[src/hdl/skbs_pkg.sv]
// ----------------------------------------------------------------------------
// skbs_pkg: shared types and constants of the sorted key binary search unit
// Field widths, function codes, sequencer step codes and the microcode table.
// ----------------------------------------------------------------------------
package skbs_pkg;

    // Fixed field widths.
    localparam int KEY_W = 32;
    localparam int IDX_W = 10;
    localparam int POS_W = 10;
    localparam int CNT_W = 11;

    // Function codes of an input beat.
    localparam logic FUNC_LOAD   = 1'b0;
    localparam logic FUNC_SEARCH = 1'b1;

    // Sequencer steps; the step counter holds one of these.
    typedef enum logic [2:0] {
        STEP_IDLE,
        STEP_PROBE,
        STEP_COMPARE,
        STEP_MISS,
        STEP_HIT
    } t_step;

    // Branch conditions a control word can test.
    typedef enum logic [1:0] {
        COND_SEARCH_BEAT,
        COND_EMPTY,
        COND_HIT,
        COND_OUT_FREE
    } t_cond;

    // Datapath operations.
    typedef enum logic [2:0] {
        OP_ACCEPT,
        OP_READ,
        OP_NARROW,
        OP_RES_MISS,
        OP_RES_HIT
    } t_op;

    // One control word of the program.
    typedef struct packed {
        t_op   op;
        t_cond cond;
        t_step on_true;
        t_step on_false;
    } t_uword;

    // Status from the datapath back to the sequencer.
    typedef struct packed {
        logic search_beat;
        logic empty;
        logic hit;
        logic out_free;
    } t_status;

    // Microcode program: one word per step.
    function automatic t_uword ucode_rom(input t_step step);
        t_uword w;
        case (step)
            STEP_IDLE:    w = '{OP_ACCEPT,   COND_SEARCH_BEAT, STEP_PROBE, STEP_IDLE};
            STEP_PROBE:   w = '{OP_READ,     COND_EMPTY,       STEP_MISS,  STEP_COMPARE};
            STEP_COMPARE: w = '{OP_NARROW,   COND_HIT,         STEP_HIT,   STEP_PROBE};
            STEP_MISS:    w = '{OP_RES_MISS, COND_OUT_FREE,    STEP_IDLE,  STEP_MISS};
            STEP_HIT:     w = '{OP_RES_HIT,  COND_OUT_FREE,    STEP_IDLE,  STEP_HIT};
            default:      w = '{OP_ACCEPT,   COND_SEARCH_BEAT, STEP_IDLE,  STEP_IDLE};
        endcase
        return w;
    endfunction

endpackage

[src/hdl/skbs_seq.sv]
// ----------------------------------------------------------------------------
// skbs_seq: microcode sequencer
// Holds the step counter, reads the control word and picks the next step
// from the branch condition selected by that word.
// ----------------------------------------------------------------------------
module skbs_seq (
    input  logic              i_clk,
    input  logic              i_rst_n,
    input  skbs_pkg::t_status i_status,
    output skbs_pkg::t_uword  o_uword
);
    import skbs_pkg::*;

    t_step  r_step;
    t_step  n_step;
    t_uword w_uword;
    logic   w_cond;

    // Step counter.
    always_ff @(posedge i_clk) begin
        if (!i_rst_n) begin
            r_step <= STEP_IDLE;
        end else begin
            r_step <= n_step;
        end
    end

    // Control word fetch and branch.
    always_comb begin
        w_uword = ucode_rom(r_step);
        case (w_uword.cond)
            COND_SEARCH_BEAT: w_cond = i_status.search_beat;
            COND_EMPTY:       w_cond = i_status.empty;
            COND_HIT:         w_cond = i_status.hit;
            COND_OUT_FREE:    w_cond = i_status.out_free;
            default:          w_cond = 1'b0;
        endcase
        n_step  = w_cond ? w_uword.on_true : w_uword.on_false;
        o_uword = w_uword;
    end

endmodule

[config.mk]
export PLATFORM = sky130hd
export DESIGN_NAME = skbs_seq
export DESIGN_NICKNAME = d
export VERILOG_FILES = /design/src/hdl/skbs_pkg.sv /design/src/hdl/skbs_seq.sv
export SDC_FILE = /design/constraint.sdc
export NUM_CORES = 1
export LEC_CHECK = 0
export BUFFER_PORTS_ARGS = -buffer_cell sky130_fd_sc_hd__buf_2
export CAP_MARGIN = 20
export CELL_PAD_IN_SITES_DETAIL_PLACEMENT = 2
export CELL_PAD_IN_SITES_GLOBAL_PLACEMENT = 2
export CORE_MARGIN = 3
export CORE_UTILIZATION = 19
export DETAILED_ROUTE_END_ITERATION = 8
export GPL_ROUTABILITY_DRIVEN = 0
export PLACE_DENSITY = 0.76
export SLEW_MARGIN = 20
export SYNTH_ARGS = -nofsm -noshare
export SYNTH_HDL_FRONTEND = slang
export SYNTH_SLANG_ARGS = --single-unit
[constraint.sdc]
create_clock -name i_clk -period 2.25 [get_ports i_clk]
set_input_delay 0.225 -clock i_clk [delete_from_list [all_inputs] [get_ports i_clk]]
set_output_delay 0.225 -clock i_clk [all_outputs]
set_load 0.05 [all_outputs]
* Yosys cells after proc, flatten, opt, wreduce, memory -nomap -nowiden
Index checks and enable logic that the tools add are counted.
** Storage, ports and cells
- Flip-flop bits (word level) :: 3
- Word-level logic and storage cells :: 13
** Operators by class
- Multiplexer cells :: 3
- Eq/ne operators :: 7
- Reduce and logical (&&, ||, !) cells :: 2
** Operator list (count)
- case mux 11 bit (5 select lines) :: 1
- equality test 3 x 2 -> 1 bit, second input constant :: 2
- equality test 2 bit, second input constant :: 2
- case mux 1 bit (4 select lines) :: 1
- equality test 3 x 1 -> 1 bit, second input constant :: 1
- equality test 3 bit, second input constant :: 1
- logical NOT 3 bit :: 1
- two-way mux 3 bit :: 1
- equality test 2 x 1 -> 1 bit, second input constant :: 1
- logical NOT 2 bit :: 1

* Depth between registers and ports, before layout
- Word-level depth :: 5
- Depth in mapped cells :: 5
- Gate-level depth less buffers :: 4

* Worst setup path after synthesis
OpenSTA, ideal clock, no wires.
- Kind :: register -> register
- From :: register r_step[1]
- To :: register r_step[0]
- Stages on the path, launching flop included :: 5
- Buffers on the path :: 1
- Period minus slack after synthesis :: 1.622 ns
- Arrival :: 1.504 ns
- Path slack :: 0.628 ns
- Cell sequence :: dfxtp_1 > buf_6 > nor2_1 > a221oi_2 > a32o_1
** RTL lines
- start, declared :: line skbs_seq.sv:14 : t_step r_step;
- start signal, assigned :: line skbs_seq.sv:24 : r_step <= n_step;

==> flow_summary.html <==
<table>
<tr><th>Metric</th><th>Value</th></tr>
<tr><th colspan="2">Final layout</th></tr>
<tr><td>Proportion of layout cells with a drive suffix above 1</td><td>0.500</td></tr>
<tr><td>Antenna cell count</td><td>0</td></tr>
<tr><td>Number of fillers in the final layout</td><td>153</td></tr>
<tr><td>Register ranked first by flip-flop count</td><td>r_step</td></tr>
<tr><td>Core occupancy in the finished layout</td><td>0.286</td></tr>
<tr><td>Area used by multi-input combinational logic</td><td>140 um^2</td></tr>
<tr><td>Largest register FFs</td><td>3</td></tr>
<tr><td>Area used by sequential logic in the layout</td><td>60.1 um^2</td></tr>
<tr><td>Area growth from synthesis to final layout</td><td>32.2%</td></tr>
<tr><td>Largest registers</td><td>r_step x3</td></tr>
<tr><td>Number of nets in the layout</td><td>55</td></tr>
<tr><th colspan="2">STA</th></tr>
<tr><td>Final-report max-slew violation count</td><td>0</td></tr>
<tr><td>Fin Clk Skew</td><td>0.00384 ns</td></tr>
<tr><td>Final Setup Violations</td><td>0</td></tr>
<tr><td>Highest clock rate</td><td>664 MHz</td></tr>
<tr><td>Post-route setup TNS</td><td>0 ns</td></tr>
<tr><td>RSZ-0062 raised after global routing</td><td>no</td></tr>
<tr><td>Number of hold-slack violations in the final timing report</td><td>0</td></tr>
<tr><td>Ratio of final minimum period to clock period</td><td>0.669</td></tr>
<tr><td>Final worst-path setup slack</td><td>0.745 ns</td></tr>
<tr><td>Slew margin rel.</td><td>0.767</td></tr>
<tr><td>Min Clock Period, post-route</td><td>1.51 ns</td></tr>
<tr><td>Worst-Margin Slew</td><td>0.349 ns</td></tr>
<tr><th colspan="2">Synth</th></tr>
<tr><td>Flops &amp; latches, synth</td><td>3</td></tr>
<tr><td>Biggest area consumer among synthesized cells</td><td>dfxtp_1</td></tr>
<tr><td>Net count after synthesis</td><td>39</td></tr>
<tr><td>Post-synthesis area per instance</td><td>7.77 um^2</td></tr>
<tr><td>Portion of synthesized cell area occupied by the leading cell type</td><td>0.234</td></tr>
<tr><td>Number of enable flip-flop cells after synthesis</td><td>0</td></tr>
<tr><td>Unique cell type count in the Yosys netlist</td><td>19</td></tr>
<tr><td>Most instantiated cells after synthesis</td><td>nor2_1 (6), buf_4 (4), dfxtp_1 (3), inv_1 (3), nand2_1 (3)</td></tr>
<tr><td>Asr flop ratio synth</td><td>0</td></tr>
<tr><td>Most common flop cell mapped by yosys</td><td>dfxtp_1</td></tr>
<tr><td>Warnings, synthesis</td><td>0</td></tr>
<tr><td>Most common cell in the netlist</td><td>nor2_1</td></tr>
<tr><td>Combined area of all synthesized cells</td><td>256 um^2</td></tr>
<tr><td>Top area cells in the synthesized netlist</td><td>dfxtp_1 (23%), buf_4 (12%), nor2_1 (8.8%)</td></tr>
<tr><td>Portion of the post-synthesis area used by sequential elements</td><td>0.234</td></tr>
<tr><td>Instance count of the mapped netlist</td><td>33</td></tr>
<tr><th colspan="2">Route</th></tr>
<tr><td>Number of design-rule violations left by the first detailed-router iteration</td><td>2</td></tr>
<tr><td>DRT antenna net count</td><td>0</td></tr>
<tr><td>Post-DR wirelength/cell</td><td>12.6 um</td></tr>
<tr><td>Pre-antenna DRT Iters</td><td>3</td></tr>
<tr><td>Residual DRC count</td><td>0</td></tr>
<tr><td>Vias post-DR</td><td>272</td></tr>
<tr><td>Detail-routed via count per cell</td><td>4.39</td></tr>
<tr><td>Detailed-route wire length</td><td>784 um</td></tr>
<tr><th colspan="2">Placed design</th></tr>
<tr><td>Post-place setup slack</td><td>0.970 ns</td></tr>
<tr><td>Number of port buffers</td><td>16</td></tr>
<tr><td>Total half-perimeter wirelength after legalization and detailed placement</td><td>552 um</td></tr>
<tr><th colspan="2">Clock tree</th></tr>
<tr><td>Clock sink count</td><td>3</td></tr>
<tr><td>Cts bufs inserted</td><td>3</td></tr>
<tr><td>Post-cts repair resize count</td><td>0</td></tr>
<tr><td>Clock latency on the worst-skew pair</td><td>0.24 ns</td></tr>
<tr><td>Level count of the clock H-tree</td><td>1</td></tr>
<tr><td>Clock-pin slew on the worst setup and hold paths</td><td>0.04 ns</td></tr>
<tr><td>CTS root buffer</td><td>clkbuf_4</td></tr>
<tr><td>TritonCTS clock tree</td><td>yes</td></tr>
<tr><td>Hold buffer count at CTS</td><td>0</td></tr>
<tr><td>Largest buffer count on any clock path</td><td>2</td></tr>
<tr><td>Number of buffers inserted by post-CTS setup repair</td><td>0</td></tr>
<tr><th colspan="2">GRT</th></tr>
<tr><td>Maximum number of pins on one net before global-route repair</td><td>10</td></tr>
<tr><td>Number of antenna violations at the first check in global routing</td><td>0</td></tr>
<tr><td>GR Util All Layers</td><td>0.0991</td></tr>
<tr><td>Total congestion overflow</td><td>0</td></tr>
<tr><td>Number of global-route vias before repair</td><td>269</td></tr>
<tr><td>Global-route wire length before repair</td><td>1260 um</td></tr>
<tr><th colspan="2">Setup path</th></tr>
<tr><td>Kind of capture point of the worst setup path</td><td>output pin</td></tr>
<tr><td>Critical Path Source Type</td><td>register</td></tr>
<tr><td>Worst setup path category</td><td>register to output pin</td></tr>
<tr><td>Highest-delay cell along the critical path</td><td>dfxtp_1</td></tr>
<tr><td>Critical Path RT</td><td>2.03 ns</td></tr>
<tr><td>Biggest cell delay along the critical path</td><td>0.50 ns</td></tr>
<tr><td>List of cells traversed by the critical path</td><td>nand2b_1 -&gt; nor2_1 -&gt; buf_2</td></tr>
<tr><td>Top Family by Delay on Critical Path</td><td>flip-flops</td></tr>
<tr><td>Crit path DAT</td><td>1.28 ns</td></tr>
<tr><td>Largest driver fanout on the critical path</td><td>8</td></tr>
<tr><td>WP buf/inv</td><td>1</td></tr>
<tr><th colspan="2">Die</th></tr>
<tr><td>Die Y-Extent</td><td>42.7 um</td></tr>
<tr><td>Starting utilization of the core area</td><td>0.216</td></tr>
<tr><td>Row count</td><td>12</td></tr>
<tr><td>I/O Pins</td><td>17</td></tr>
<tr><td>Core ar.</td><td>1190 um^2</td></tr>
<tr><td>Floorplan die area</td><td>1830 um^2</td></tr>
<tr><td>DIE WIDTH</td><td>42.7 um</td></tr>
<tr><th colspan="2">Pwr</th></tr>
<tr><td>Peak supply drop</td><td>201 uV</td></tr>
<tr><td>Cell area power density</td><td>983 nW/um^2</td></tr>
<tr><td>Leakage dissipation</td><td>0.193 nW</td></tr>
<tr><th colspan="2">Run</th></tr>
<tr><td>Max_cap viols</td><td>0</td></tr>
<tr><th colspan="2">Worst hold path</th></tr>
<tr><td>Worst min path class</td><td>input pin to register</td></tr>
<tr><th colspan="2">Run status</th></tr>
<tr><td>Outcome</td><td>finished, final reports clean</td></tr>
</table>
## stage by stage
| stage | power, mW | area (um^2) | hold slack [ns] | instances |
|---|---|---|---|---|
| 2_1_floorplan | 0.213 | 256 | 0.403 | 33 |
| 3_3_place_gp | 0.233 | 313 | 0.538 | 58 |
| 3_5_place_dp | 0.235 | 313 | 0.535 | 58 |
| 4_1_cts | 0.340 | 339 | 0.292 | 62 |
| 5_1_grt | 0.359 | 339 | 0.314 | 62 |
| 6_report | 0.333 | 339 | 0.294 | 62 |
## where the power goes
| group | switching (mW) | total, mW | internal [mW] |
|---|---|---|---|
| Sequential | 0.0145 | 0.0738 | 0.0592 |
| Clock | 0.0331 | 0.0999 | 0.0668 |
| Combinational | 0.121 | 0.160 | 0.0385 |
| Total | 0.169 | 0.333 | 0.165 |
## path summary, 6_finish.rpt
| kind | end | slack [ns] | depth (start not counted) | start |
|---|---|---|---|---|
| setup / recovery | o_uword[4] | 0.74 | 3 | r_step[0] |
| hold reg to reg | r_step[2] | 0.64 | 1 | r_step[0] |
| setup reg to reg | r_step[1] | 0.98 | 3 | r_step[0] |
| hold / removal | r_step[1] | 0.29 | 3 | i_rst_n |
## cells in the final DEF (no fill, tap or decap), types with 3 or more instances in the layout
master,n
buf_2,16
nand2_1,3
dfxtp_1,3
inv_1,3
nor2_1,6
clkbuf_4,3
## metal layers
| metal | vias to the layer above | share of wire | global-route usage |
|---|---|---|---|
| met5 | - | 0 | 0 |
| met4 | 0 | 0.020 | 0.112 |
| met3 | 2 | 0.070 | 0.0127 |
| met2 | 11 | 0.52 | 0.156 |
| met1 | 123 | 0.38 | 0.105 |
| li1 | 136 | - | - |
## cell families (layout without fill, tap and decap cells)
| group | count (synthesis) | in the layout | synth area share |
|---|---|---|---|
| DFF | 3 | 3 | 0.234 |
| buffers and inverters | 9 | 24 | 0.219 |
| and+or+nand+nor | 16 | 16 | 0.346 |
| AOI/OAI and AO/OA | 4 | 4 | 0.146 |
| muxes | 1 | 1 | 0.0536 |
## cell type report
| type | count | area share |
|---|---|---|
| sequential | 3 | 0.177 |
| multi-input combinational | 21 | 0.413 |
| timing repair buffer | 16 | 0.236 |
| tap | 14 | 0.0517 |
| inverter | 4 | 0.0443 |
| clock buffer | 4 | 0.0775 |
## worst register-to-register path, delay by kind of cell, from the launching register on
kind	cells	cell delay (ns)
compound gates	2	0.37
flops	1	0.50
mux	1	0.32
Power figures use the tool's default switching activity.
